### config.mk
export PLATFORM = sky130hd
export DESIGN_NAME = framed_byte_deframer_fletcher
export DESIGN_NICKNAME = d
export VERILOG_FILES = /design/src/fbdf_pkg.sv /design/src/framed_byte_deframer_fletcher.sv
export SDC_FILE = /design/constraint.sdc
export NUM_CORES = 1
export LEC_CHECK = 0
export BUFFER_PORTS_ARGS = -buffer_cell sky130_fd_sc_hd__buf_2
export CORE_ASPECT_RATIO = 1.2
export CORE_MARGIN = 5
export CORE_UTILIZATION = 44
export CTS_CLUSTER_SIZE = 14
export DETAILED_ROUTE_END_ITERATION = 10
export PLACE_DENSITY = 0.59
export REMOVE_ABC_BUFFERS = 1
export SETUP_SLACK_MARGIN = 0.02
export SYNTH_ARGS = -nofsm -noshare
export SYNTH_HDL_FRONTEND = slang
export SYNTH_SLANG_ARGS = --single-unit
### constraint.sdc
create_clock -name clk -period 12.7 [get_ports clk]
set_input_delay 0.635 -clock clk [delete_from_list [all_inputs] [get_ports clk]]
set_output_delay 0.635 -clock clk [all_outputs]
set_load 0.005 [all_outputs]
### src/fbdf_pkg.sv
`default_nettype none
package fbdf_pkg;

	typedef enum logic [2:0] {
		EV_NONE   = 3'd0,
		EV_DATA   = 3'd1,
		EV_OK     = 3'd2,
		EV_PING   = 3'd3,
		EV_PONG   = 3'd4,
		EV_LENERR = 3'd5,
		EV_SUMERR = 3'd6
	} fbdf_event_t;

	typedef enum logic [2:0] {
		PH_HUNT,
		PH_MARK,
		PH_LEN_HI,
		PH_LEN_LO,
		PH_PAYLOAD,
		PH_CK_HI,
		PH_CK_LO
	} fbdf_phase_t;

	localparam logic [1:0] CFG_MAGIC = 2'd0;
	localparam logic [1:0] CFG_MAXLEN = 2'd1;
	localparam logic [1:0] CFG_PING = 2'd2;
	localparam logic [1:0] CFG_PONG = 2'd3;

	localparam logic [15:0] MAGIC_RST = 16'hC03E;
	localparam logic [8:0] MAXLEN_RST = 9'd256;
	localparam logic [7:0] PING_RST = 8'd1;
	localparam logic [7:0] PONG_RST = 8'd2;
	localparam logic [8:0] MOD_255 = 9'd255;
	localparam logic [15:0] FLEN_SAT = 16'd511;

	typedef struct packed {
		fbdf_event_t ev;
		logic [7:0] data;
		logic [7:0] idx;
		logic [8:0] flen;
	} fbdf_result_t;

	function automatic logic [7:0] add_mod255(input logic [7:0] a, input logic [7:0] b);
		logic [8:0] s;
		s = {1'b0, a} + {1'b0, b};
		if (s >= MOD_255) begin
			s = s - MOD_255;
		end
		return s[7:0];
	endfunction

endpackage
`default_nettype wire

### src/framed_byte_deframer_fletcher.sv
`default_nettype none
// Channel   Handshake                Payload
// config    cfg_we                   cfg_index, cfg_data
// input     in_valid / in_stall      rx_byte
// output    out_valid / out_stall    event_res, data_byte, byte_index, frame_length
//
// One byte per cycle while in_stall is low; with the output not stalled, each accepted byte
// yields its result in the next cycle. Latency is set by the output register; a skid register
// holds one more result. in_stall rises only while the skid register is full.
// arst_n clears the phase, sums and configuration to their reset values.
module framed_byte_deframer_fletcher #(
	parameter int MAX_PAYLOAD = 256
) (
	input  wire logic        clk,
	input  wire logic        arst_n,
	input  wire logic        cfg_we,
	input  wire logic [1:0]  cfg_index,
	input  wire logic [15:0] cfg_data,
	input  wire logic        in_valid,
	output logic             in_stall,
	input  wire logic [7:0]  rx_byte,
	output logic             out_valid,
	input  wire logic        out_stall,
	output logic [2:0]       event_res,
	output logic [7:0]       data_byte,
	output logic [7:0]       byte_index,
	output logic [8:0]       frame_length
);
	import fbdf_pkg::*;

	localparam int LEN_W = $clog2(MAX_PAYLOAD + 1);
	localparam logic [15:0] MAX_P16 = 16'(MAX_PAYLOAD);

	logic [15:0] magic_q;
	logic [8:0] max_len_q;
	logic [7:0] ping_q;
	logic [7:0] pong_q;

	fbdf_phase_t phase_q, phase_d;
	logic [7:0] len_hi_q, len_hi_d;
	logic [LEN_W-1:0] len_q, len_d;
	logic [LEN_W-1:0] cnt_q, cnt_d;
	logic [7:0] first_q, first_d;
	logic [7:0] sl_q, sl_d;
	logic [7:0] sh_q, sh_d;
	logic [7:0] ck_hi_q, ck_hi_d;
	fbdf_result_t res;

	fbdf_result_t out_q, skid_q;
	logic skid_valid_q;
	logic accept, take;

	logic [15:0] rx_len, limit16, len16, cnt16;
	logic [7:0] sl_new;

	assign in_stall = skid_valid_q;
	assign accept = in_valid && !skid_valid_q;
	assign take = out_valid && !out_stall;

	assign rx_len = {len_hi_q, rx_byte};
	assign limit16 = ({7'd0, max_len_q} > MAX_P16) ? MAX_P16 : {7'd0, max_len_q};
	assign len16 = 16'(len_q);
	assign cnt16 = 16'(cnt_q);
	assign sl_new = add_mod255(sl_q, rx_byte);

	always_ff @(posedge clk or negedge arst_n) begin
		if (!arst_n) begin
			magic_q <= MAGIC_RST;
			max_len_q <= MAXLEN_RST;
			ping_q <= PING_RST;
			pong_q <= PONG_RST;
		end else if (cfg_we) begin
			unique case (cfg_index)
				CFG_MAGIC:  magic_q <= cfg_data;
				CFG_MAXLEN: max_len_q <= cfg_data[8:0];
				CFG_PING:   ping_q <= cfg_data[7:0];
				CFG_PONG:   pong_q <= cfg_data[7:0];
				default:    ;
			endcase
		end
	end

	always_ff @(posedge clk or negedge arst_n) begin
		if (!arst_n) begin
			phase_q <= PH_HUNT;
			len_hi_q <= '0;
			len_q <= '0;
			cnt_q <= '0;
			first_q <= '0;
			sl_q <= '0;
			sh_q <= '0;
			ck_hi_q <= '0;
		end else if (accept) begin
			phase_q <= phase_d;
			len_hi_q <= len_hi_d;
			len_q <= len_d;
			cnt_q <= cnt_d;
			first_q <= first_d;
			sl_q <= sl_d;
			sh_q <= sh_d;
			ck_hi_q <= ck_hi_d;
		end
	end

	always_comb begin
		phase_d = phase_q;
		len_hi_d = len_hi_q;
		len_d = len_q;
		cnt_d = cnt_q;
		first_d = first_q;
		sl_d = sl_q;
		sh_d = sh_q;
		ck_hi_d = ck_hi_q;
		res = '{ev: EV_NONE, data: 8'd0, idx: 8'd0, flen: 9'd0};
		unique case (phase_q)
			PH_HUNT: begin
				if (rx_byte == magic_q[15:8]) begin
					phase_d = PH_MARK;
				end
			end
			PH_MARK: begin
				if (rx_byte == magic_q[7:0]) begin
					phase_d = PH_LEN_HI;
				end else if (rx_byte == magic_q[15:8]) begin
					phase_d = PH_MARK;
				end else begin
					phase_d = PH_HUNT;
				end
			end
			PH_LEN_HI: begin
				len_hi_d = rx_byte;
				phase_d = PH_LEN_LO;
			end
			PH_LEN_LO: begin
				if (rx_len > limit16) begin
					res.ev = EV_LENERR;
					res.flen = (rx_len > FLEN_SAT) ? FLEN_SAT[8:0] : rx_len[8:0];
					phase_d = PH_HUNT;
					len_hi_d = '0;
					len_d = '0;
					first_d = '0;
					ck_hi_d = '0;
				end else begin
					len_d = rx_len[LEN_W-1:0];
					phase_d = (rx_len == 16'd0) ? PH_CK_HI : PH_PAYLOAD;
				end
				cnt_d = '0;
				sl_d = '0;
				sh_d = '0;
			end
			PH_PAYLOAD: begin
				if (cnt16 == 16'd0) begin
					first_d = rx_byte;
				end
				sl_d = sl_new;
				sh_d = add_mod255(sh_q, sl_new);
				res.ev = EV_DATA;
				res.data = rx_byte;
				res.idx = cnt16[7:0];
				cnt_d = cnt_q + LEN_W'(1);
				if (cnt16 == len16 - 16'd1) begin
					phase_d = PH_CK_HI;
				end
			end
			PH_CK_HI: begin
				ck_hi_d = rx_byte;
				phase_d = PH_CK_LO;
			end
			PH_CK_LO: begin
				res.flen = len16[8:0];
				if ({ck_hi_q, rx_byte} != {sh_q, sl_q}) begin
					res.ev = EV_SUMERR;
				end else if (len16 == 16'd1 && first_q == ping_q) begin
					res.ev = EV_PING;
				end else if (len16 == 16'd1 && first_q == pong_q) begin
					res.ev = EV_PONG;
				end else begin
					res.ev = EV_OK;
				end
				phase_d = PH_HUNT;
				len_hi_d = '0;
				len_d = '0;
				cnt_d = '0;
				first_d = '0;
				sl_d = '0;
				sh_d = '0;
				ck_hi_d = '0;
			end
			default: begin
				phase_d = PH_HUNT;
			end
		endcase
	end

	always_ff @(posedge clk or negedge arst_n) begin
		if (!arst_n) begin
			out_valid <= 1'b0;
			skid_valid_q <= 1'b0;
		end else if (skid_valid_q) begin
			if (take) begin
				skid_valid_q <= 1'b0;
			end
		end else if (accept) begin
			if (out_valid && !take) begin
				skid_valid_q <= 1'b1;
			end else begin
				out_valid <= 1'b1;
			end
		end else if (take) begin
			out_valid <= 1'b0;
		end
	end

	always_ff @(posedge clk) begin
		if (skid_valid_q) begin
			if (take) begin
				out_q <= skid_q;
			end
		end else if (accept) begin
			if (out_valid && !take) begin
				skid_q <= res;
			end else begin
				out_q <= res;
			end
		end
	end

	assign event_res = out_q.ev;
	assign data_byte = out_q.data;
	assign byte_index = out_q.idx;
	assign frame_length = out_q.flen;

endmodule
`default_nettype wire

==> impl_results.md, run 1 <==
* Arrival time at the worst endpoint at ~5.4 ns
* Post-synth EDFFs at 56
* IO Count at 61
* Die Wd at between 100 and 150 um
* RSZ-0062 raised after global routing: false
* Largest cells by area after synthesis: dfrtp_1 (26%), edfxtp_1 (19%), mux2_2 (8.9%), ha_1 (4.3%), xor2_1 (3.8%)
* Design Area, Final at 10100 sq um
* Setup crit end: sh_q[1]$_DFFE_PN0P_
* Detailed-route via count at 6496
* Worst Setup Start Kind: input port
* Minimum clock period at 5.10 ns
* Hold Vio Cnt, Final at 0
* Library cells used by synthesis at 79
* Drt first pass iters at 6
* Met3 wire len at 803 um
* Height of the chip at roughly 170 um
* Crit path max fanout at 9
* Total negative slack at 0 ns
* CTS root buf: clkbuf_16
* Reg2Reg Launch Point: sl_q[0]$_DFFE_PN0P_
* Critical Path Start: rx_byte[0]
* Slew Viols, Final at 0
* Port Buffer Count at 60
* Register area at 4300 sq um
* DR WL/cell at 18.7 um
* Sequential fraction of the synthesis area at 47.7%
* Area delta synth->final at 12.1%
* R2R setup slack at 7.65 ns
* Min-delay worst type: in -> async
* Initial antenna violation count at 0
* Routed wire length at 21200 um
* Vias in the first global route at between 6000 and 7000
* Clock Latency Late Sink at 0.42 ns
* Switching share of power at 28.8%
* Flop pwr share at 46.9%
* Clock network power share at between 30 and 40%
* Routed Antenna Nets at 0
* First-pass GRT wire length at 35100 um
* Share of layout cells above drive strength 1 at 24.2%
* Worst rel slew slack at 13.5%
* Final Skew at 0.0114 ns
* Largest net degree at the start of global routing at 58
* Number of DRC markers in iteration 0 at about 400
* Cell Rows at 57
* Total power at 1.43 mW
* Diode count at 0
* CTS Buffer Depth at 2
* Clock Pin Slew Worst Setup and Hold Paths at 0.07 ns
* Sw power at 412 uW
* Reg-to-reg endpoint: sh_q[1]$_DFFE_PN0P_
* Final nets at between 900 and 1000
* Resized cells post-CTS at 0
* Int Power at between 1 and 1.5 mW
* Metal-1 WL at 9670 um
* CTS tree: built
* Mapped cell area at 9010 sq um
* Starting Density at 44.7%
* Synth Register Bits at 160
* Tcrit/Tclk final at 40.2%
* Post-synth top area share at 26.1%
* Highest Signal Layer: met4
* Syn avg cell area at 11.1 sq um
* # fillers at ~1900
* Post-synth top cells: dfrtp_1 (94), mux2_2 (71), nand2_1 (61)
* Combinational share of power at 18.8%
* Setup CP Type: in -> reg
* Post CTS Setup Buffer Count at 0
* Cts hold-fix bufs at 0
* TritonCTS buffer count at 17
* Dpl hpwl at 15400 um
* Run status: finished clean
* GR Overflow Total at 0
* DR vias/cell at 5.73
* Slew @ Worst Pin at 1.29 ns
* Worst Reg-to-Reg Cells at 18
* Setup violators final at 0
* Max-Cap Viols at 0
* Prevailing post-synth register cell: dfrtp_1
* DRC violations left at 0
* Post-DP Area at 9530 sq um
* Dominant cell type by area after synthesis: dfrtp_1
* Power per Cell Area at around 140 nW/um^2
* VDD IR-drop max at 0.114 mV
* Most numerous cell in the Yosys netlist: dfrtp_1
* CP Capture Type: register
* Ys async rst share at 65.0%
* Syn Inst Count at between 800 and 900
* Core area at 20200 sq um
* Placer Congestion at 0.868
* Multi-input logic area at 4440 sq um
* Max Freq at 196 MHz
* Critical path required time at 12.98 ns
* Leakage at 4.34 nW
* Wire length on met2 at 10400 um
* GRT Util Overall at 18.4%
* Clock tree sinks at 160
* Ys Warns at 0
* CTS H-tree depth at 4
* Die footprint at around 23000 sq um
cells in the final DEF (no fill, tap or decap), types with 4 or more instances in the layout:
master / synthesis / final
a22o_1: 29 / 29
mux2i_1: 9 / 9
buf_4: 2 / 9
and2_1: 19 / 19
edfxtp_1: 56 / 56
xnor2_1: 25 / 25
inv_8: 0 / 4
ha_1: 31 / 31
buf_2: 3 / 59
and3_1: 4 / 4
mux2_2: 71 / 71
nand2_1: 61 / 61
a31oi_1: 10 / 10
nor3_1: 14 / 14
nor3b_1: 8 / 7
nand4_1: 10 / 10
o21a_1: 4 / 4
or3_1: 4 / 4
dfstp_2: 10 / 10
nand3_1: 23 / 23
inv_1: 24 / 24
xor2_1: 39 / 39
a21oi_1: 38 / 37
dfrtp_1: 94 / 94
nor4_1: 13 / 13
nor2_1: 30 / 30
a211oi_1: 4 / 4
nand3b_1: 5 / 5
clkbuf_16: 0 / 17
o21ai_0: 41 / 41
o211ai_1: 5 / 5
nand2b_1: 7 / 7
nor2b_1: 9 / 9
cell type report:
type | count | share of cell area, %
Timing Repair Buffer | 68 | 3.59
Multi-Input combinational cell | 582 | 43.9
Clock buffer | 17 | 4.21
Clock inverter | 15 | 1.46
Tap cell | 265 | 3.28
Sequential cell | 160 | 42.5
Inverter | 26 | 0.966
worst max-delay path: stages:
cell	delay, ns
buf_2	0.19
ha_1	0.26
fa_1	0.46
a211o_1	0.32
and3_4	0.20
o311ai_4	0.36
o2111ai_2	0.22
o21ai_4	0.25
xor2_2	0.19
ha_1	0.19
inv_1	0.05
fa_1	0.39
nor2b_1	0.27
o21ai_0	0.14
a311oi_1	0.51
nor2_2	0.13
a31oi_2	0.29
mux2i_1	0.21
o21ai_0	0.09
power groups by stage:
stage	combinational [mW]	clock, mW	sequential (mW)
2_1_floorplan	0.149	0	0.695
3_3_place_gp	0.265	0	0.678
3_5_place_dp	0.271	0	0.682
4_1_cts	0.274	0.504	0.671
5_1_grt	0.298	0.529	0.679
6_report	0.268	0.490	0.671
how the worst min path moves through the flow:
| stage | slack, ns | end | startpoint | cells after the start |
|---|---|---|---|---|
| after floorplan | 0.34 | ck_hi_q[0]$_DFFE_PN0P_ | arst_n | 0 |
| after global placement | 0.49 | max_len_q[0]$_DFFE_PN0P_ | max_len_q[0]$_DFFE_PN0P_ | 1 |
| after detailed placement | 0.49 | max_len_q[0]$_DFFE_PN0P_ | max_len_q[0]$_DFFE_PN0P_ | 1 |
| after CTS | 0.23 | max_len_q[0]$_DFFE_PN0P_ | arst_n | 1 |
| after global routing | 0.26 | max_len_q[0]$_DFFE_PN0P_ | arst_n | 1 |
| final | 0.21 | max_len_q[0]$_DFFE_PN0P_ | arst_n | 1 |
kinds of logic after synthesis:
group / after synthesis / synth area share [%]
AOI/OAI and AO/OA: 170 / 13.4
xor gates and xnor gates: 67 / 6.97
adders and majority gates: 33 / 4.75
buffers and inverters: 68 / 3.18
DFF: 160 / 47.7
muxes: 80 / 9.87
and+or+nand+nor: 232 / 14.2
through the flow:
step	hold WS [ns]	cells	worst slack [ns]	utilization [%]
finish	0.210	1133	7.60	50.0
global route	0.256	1133	7.28	50.0
CTS	0.226	1133	7.64	50.0
detailed placement	0.494	1101	7.17	47.2
global placement	0.486	1101	7.40	47.2
floorplan	0.339	768	7.96	-
registers in the layout, indices dropped and copies added (netlist names), 9 cells and up:
name and cells:
cnt_q 9, len_q 9, max_len_q 9, frame_length 9, skid_q 28, magic_q 16
routing by layer:
metal	vias to the layer above	GRT usage, %
met4	0	6.15
met5	-	0
met1	3255	25.2
met2	162	30.1
li1	3056	-
met3	23	2.87
(Power assumes the default switching activity.)
==> run 2: changes to the inputs <==
- clock period: 12.7 -> 4.88 ns (I/O delays scaled with it)
==> impl_results.md, run 2 (synthesized netlist as in run 1, its figures left out) <==
* Run status: finished clean
* Detailed-route via count at 6508
* Critical path required time at just over 5 ns
* Slew @ Worst Pin at 1.21 ns
* Core area at slightly above 20000 sq um
* DR WL/cell at 19.0 um
* Largest net degree at the start of global routing at 55
* Worst Setup Start Kind: register
* Area delta synth->final at 14.6%
* Placer Congestion at between 0.8 and 0.9
* R2R setup slack at about 0.22 ns
* Diode count at 0
* Initial antenna violation count at 0
* CTS Buffer Depth at 2
* Slew Viols, Final at 0
* IO Count at 61
* CTS root buf: clkbuf_16
* Height of the chip at ~170 um
* VDD IR-drop max at 0.262 mV
* Reg2Reg Launch Point: sl_q[0]$_DFFE_PN0P_
* Final hold slack at 0.0500 ns
* First-pass GRT wire length at 35000 um
* Largest register FFs at 28
* Largest Register: skid_q
* Tcrit/Tclk final at 95.4%
* Min-delay worst type: in -> reg
* Share of layout cells above drive strength 1 at between 20% and 30%
* Biggest regs: skid_q x28, magic_q x16
* GR Overflow Total at 0
* Most frequent cells in the layout: dfrtp_1 (94), mux2_2 (71), nand2_1 (61), buf_2 (59), edfxtp_1 (56)
* Die footprint at about 23000 sq um
* Dpl hpwl at 15600 um
* DR vias/cell at roughly 5.7
* Max Freq at approximately 210 MHz
* Setup CP Type: reg -> reg
* CTS H-tree depth at 4
* Starting Density at 44.7%
* GRT Util Overall at 18.6%
* DRC violations left at 0
* Cell Rows at 57
* Clock Latency Late Sink at 0.43 ns
* Power per Cell Area at 375 nW/um^2
* Port Buffer Count at 60
* TritonCTS buffer count at 17
* Crit path max fanout at 6
* CP Capture Type: register
* Reg-to-reg endpoint: sh_q[1]$_DFFE_PN0P_
* Number of DRC markers in iteration 0 at 443
* Worst rel slew slack at a little under a fifth
* Routed Antenna Nets at 0
* Arrival time at the worst endpoint at a little under 5 ns
* Crit-path cells: ha_1 -> fa_1 -> a211o_1 -> and3_4 -> nor4_4 -> o2111ai_4 -> o21ai_4 -> xor2_2 -> ha_1 -> inv_1 -> fa_1 -> nor2b_2 -> o22ai_1 -> xor2_2 -> nor3_2 -> a31oi_4 -> mux2i_1 -> o21ai_0
* Leakage at 4.46 nW
* Die Wd at between 100 and 150 um
* CTS tree: built
* CP max stage cell: fa_1
* Final nets at approximately 930
* Final Skew at 0.0109 ns
* Hold Vio Cnt, Final at 0
* Commonest non-fill, non-tap cell in the layout: dfrtp_1
* Place WS at 0.000179 ns
* Clock tree sinks at 160
* Drt first pass iters at 5
* Critical Path Start: sl_q[0]$_DFFE_PN0P_
* Worst Reg-to-Reg Cells at 18
* Critical path's largest stage delay at 0.43 ns
* Minimum clock period at 4.66 ns
* Vias in the first global route at 6625
* Routed wire length at 21800 um
* Max-Cap Viols at 0
* Setup violators final at 0
* Post-route setup slack at between 0.2 and 0.25 ns
* Setup crit end: sh_q[1]$_DFFE_PN0P_
* Clock Pin Slew Worst Setup and Hold Paths at 0.07 ns
-- run 2: cell types whose count changed in the layout (fill, tap and decap cells not counted), sizes merged --
cell	delta
buf	+13
clkinvlp	-1
bufinv	+3
clkinv	-1
inv	-1
dlygate4sd3	+1
-- run 2: timing repair --
| item | in CTS | in global routing |
|---|---|---|
| hold buffers | 1 | 0 |
| endpoints found under the hold margin | 44 | 0 |
| gates resized for setup | 0 | 10 |
| endpoints found under the setup margin | 0 | 8 |
| buffers inserted | 0 | 2 |
-- run 2: worst min path at each step --
stage	from	to	slack [ns]	cells past startpoint
6_report	cfg_data[15]	magic_q[15]$_DFFE_PN1P_	0.05	2
5_1_grt	cfg_data[15]	magic_q[15]$_DFFE_PN1P_	0.04	2
4_1_cts	cfg_data[12]	magic_q[12]$_DFFE_PN0P_	0.03	2
3_5_place_dp	arst_n	magic_q[0]$_DFFE_PN0P_	0.33	1
3_3_place_gp	arst_n	magic_q[0]$_DFFE_PN0P_	0.32	1
2_1_floorplan	arst_n	ck_hi_q[0]$_DFFE_PN0P_	-0.05	0
-- run 2: cell type report --
class / count / area (sq um)
Sequential cell: 160 / 4300
Tap cell: 265 / 332
Fill cell: 1781 / 9860
Inverter: 26 / 97.6
Timing Repair Buffer: 82 / 470
Clock buffer: 17 / 425
Clock inverter: 15 / 200
Multi-Input combinational cell: 582 / 4510
-- run 2: worst max-delay path: cells and delay by family (launching register included) --
family | cells | cell delay (ns)
DFF | 1 | 0.38
and+or+nand+nor | 4 | 0.86
AOI/OAI and AO/OA | 6 | 1.26
muxes | 1 | 0.20
adders and majority gates | 4 | 1.24
xor gates and xnor gates | 2 | 0.50
buffers and inverters | 1 | 0.06
-- run 2: through the flow --
stage	utilization, %	TNS, ns	total power [mW]	area, sq um	cells
5_1_grt	51.2	-0.00213	4.05	10300	1147
6_report	51.2	0	3.87	10300	1147
3_5_place_dp	47.6	0	2.49	9610	1112
3_3_place_gp	47.6	0	2.46	9610	1112
2_1_floorplan	-	0	2.20	8820	768
4_1_cts	50.8	0	3.91	10200	1145
-- run 2: where the power goes --
part	internal (mW)	switching [mW]	total, mW
registers	1.65	0.0925	1.75
logic	0.326	0.387	0.713
clock network	0.822	0.593	1.42
total	2.80	1.07	3.87
-- run 2: layer usage --
layer	share of wire, %	global-route usage, %	vias up
met3	4.1	3.04	31
met4	1.9	5.98	0
met5	0	0	-
met1	45	24.6	3229
met2	49	31.2	159
li1	-	-	3089
==> run 3: changes to the inputs <==
- ABC_CLOCK_PERIOD_IN_PS: unset -> 4880
- CELL_PAD_IN_SITES_DETAIL_PLACEMENT: unset -> 1
- CELL_PAD_IN_SITES_GLOBAL_PLACEMENT: unset -> 1
- PLACE_DENSITY: 0.59 -> 0.71
==> impl_results.md, run 3 (synthesized netlist as in run 1, its figures left out) <==
* Run status: finished clean
* Crit path max fanout at 5
* Top cell family by delay on the critical path: compound AO/OA/AOI/OAI gates
* Largest register FFs at 28
* Hold Vio Cnt, Final at 0
* GR Overflow Total at 0
* Share of layout cells above drive strength 1 at 27.6%
* Total negative slack at 0 ns
* Biggest regs: skid_q x28, magic_q x16
* IO Count at between 60 and 70
* Core area at 20200 sq um
* DR WL/cell at 21.6 um
* Power per Cell Area at 369 nW/um^2
* Clock tree sinks at 160
* Fin util at 51.7%
* Crit-path cells: ha_1 -> fa_1 -> a211o_1 -> and3_4 -> o311ai_4 -> o2111ai_4 -> o21ai_4 -> mux2_2 -> ha_1 -> a211oi_4 -> nor2_2 -> xnor2_2 -> nor3_4 -> a31oi_4 -> mux2i_1 -> o21ai_0
* Sw power at 1.16 mW
* Clock Pin Slew Worst Setup and Hold Paths at 0.08 ns
* CP Capture Type: register
* Die Wd at 141 um
* Arrival time at the worst endpoint at 5.04 ns
* Int Power at 2.69 mW
* Setup CP Type: reg -> reg
* Place WS at -0.0252 ns
* CTS root buf: clkbuf_16
* # fillers at 2180
* Final hold slack at 0.0390 ns
* Worst path depth at 16
* Routed Antenna Nets at 0
* Flop pwr share at ~46%
* WP buf/inv at 0
* Routed wire length at 25000 um
* Leakage at 4.50 nW
* Tcrit/Tclk final at a little over nine tenths
* Combinational share of power at 18.8%
* R2R setup slack at between 0.1 and 0.15 ns
* Worst Reg-to-Reg Cells at 16
* Most frequent cells in the layout: dfrtp_1 (94), mux2_2 (71), nand2_1 (61), buf_2 (59), edfxtp_1 (56)
* Largest net degree at the start of global routing at 58
* Setup crit end: sh_q[1]$_DFFE_PN0P_
* GRT Util Overall at between 20% and 30%
* Worst rel slew slack at 16.9%
* CTS Buffer Depth at 2
* Cell Rows at 57
* VDD IR-drop max at roughly 0.32 mV
* TritonCTS buffer count at 17
* Number of DRC markers in iteration 0 at about 290
* Slew Viols, Final at 0
* Final nets at 940
* Diode count at 0
* Detailed-route via count at 6745
* Switching share of power at 30.2%
* Critical Path Start: sl_q[0]$_DFFE_PN0P_
* DR vias/cell at between 5 and 6
* Port Buffer Count at 60
* Clock Latency Late Sink at ~0.44 ns
* DRC violations left at 0
* First-pass GRT wire length at 39800 um
* Min-delay worst type: in -> reg
* Slew @ Worst Pin at 1.24 ns
* Setup violators final at 0
* Top cell by count, worst path: ha_1
* Final Skew at between 0.015 and 0.02 ns
* Total power at 3.85 mW
* Clock network power share at 35.1%
* Die footprint at 23500 sq um
* Worst Setup Start Kind: register
* CTS H-tree depth at 4
* Area delta synth->final at 15.7%
* Reg-to-reg endpoint: sh_q[1]$_DFFE_PN0P_
* CP max stage cell: dfrtp_1
* Commonest non-fill, non-tap cell in the layout: dfrtp_1
* Max-Cap Viols at 0
* Minimum clock period at between 4 and 5 ns
* Largest Register: skid_q
* Dpl hpwl at 17800 um
* Post-route setup slack at 0.139 ns
* Vias in the first global route at 7298
* Max Freq at 211 MHz
* Drt first pass iters at 4
* Critical path's largest stage delay at 0.41 ns
* Critical path required time at ~5.2 ns
* Placer Congestion at 0.869
* Reg2Reg Launch Point: sl_q[0]$_DFFE_PN0P_
* CTS tree: built
* Starting Density at 44.7%
* Height of the chip at between 150 and 200 um
* Initial antenna violation count at 0
==> run 3: worst min path at each step <==
stage                  from  cells past startpoint  slack, ns                      end
6_report        cfg_data[9]                      2       0.04   magic_q[9]$_DFFE_PN0P_
5_1_grt        cfg_data[12]                      2       0.03  magic_q[12]$_DFFE_PN0P_
4_1_cts        cfg_data[12]                      2       0.03  magic_q[12]$_DFFE_PN0P_
3_5_place_dp         arst_n                      1       0.35   magic_q[9]$_DFFE_PN0P_
3_3_place_gp         arst_n                      1       0.33  magic_q[10]$_DFFE_PN0P_
2_1_floorplan        arst_n                      0      -0.05   ck_hi_q[0]$_DFFE_PN0P_
==> run 3: per-layer routing <==
layer | routed length, um | part of all wire, % | track usage, %
met1 | 9860 | 39 | 25.7
met2 | 13500 | 54 | 38.5
met3 | 1020 | 4.1 | 3.58
met4 | 601 | 2.4 | 6.95
met5 | 0 | 0 | 0
==> run 3: final cells by class <==
| type | count | area (sq um) | area share [%] |
|---|---|---|---|
| clock inverters | 15 | 183 | 1.75 |
| multi-input cells | 582 | 4570 | 43.8 |
| flip-flops and latches | 160 | 4300 | 41.2 |
| clock buffers | 17 | 425 | 4.08 |
| inverters | 26 | 97.6 | 0.936 |
| well taps | 265 | 332 | 3.18 |
| repair buffers | 89 | 523 | 5.02 |
==> run 3: power groups by stage <==
stage          registers (mW)  logic, mW  clock network (mW)
2_1_floorplan            1.81      0.389                   0
3_3_place_gp             1.78      0.680                   0
3_5_place_dp             1.81      0.718                   0
4_1_cts                  1.78      0.725                1.37
5_1_grt                  1.80      0.792                1.44
6_report                 1.77      0.724                1.35
==> run 3: repair_timing <==
action	in CTS	in global routing
pin swaps	0	7
endpoints found under the setup margin	2	8
endpoints found under the hold margin	46	0
setup buffers	0	7
gates resized for setup	4	19
hold buffers	1	0
==> run 3: per-stage QoR <==
step / instances / instance area, sq um
3_5_place_dp: 1114 / 9630
2_1_floorplan: 768 / 8820
3_3_place_gp: 1114 / 9630
6_report: 1154 / 10400
4_1_cts: 1147 / 10300
5_1_grt: 1154 / 10400
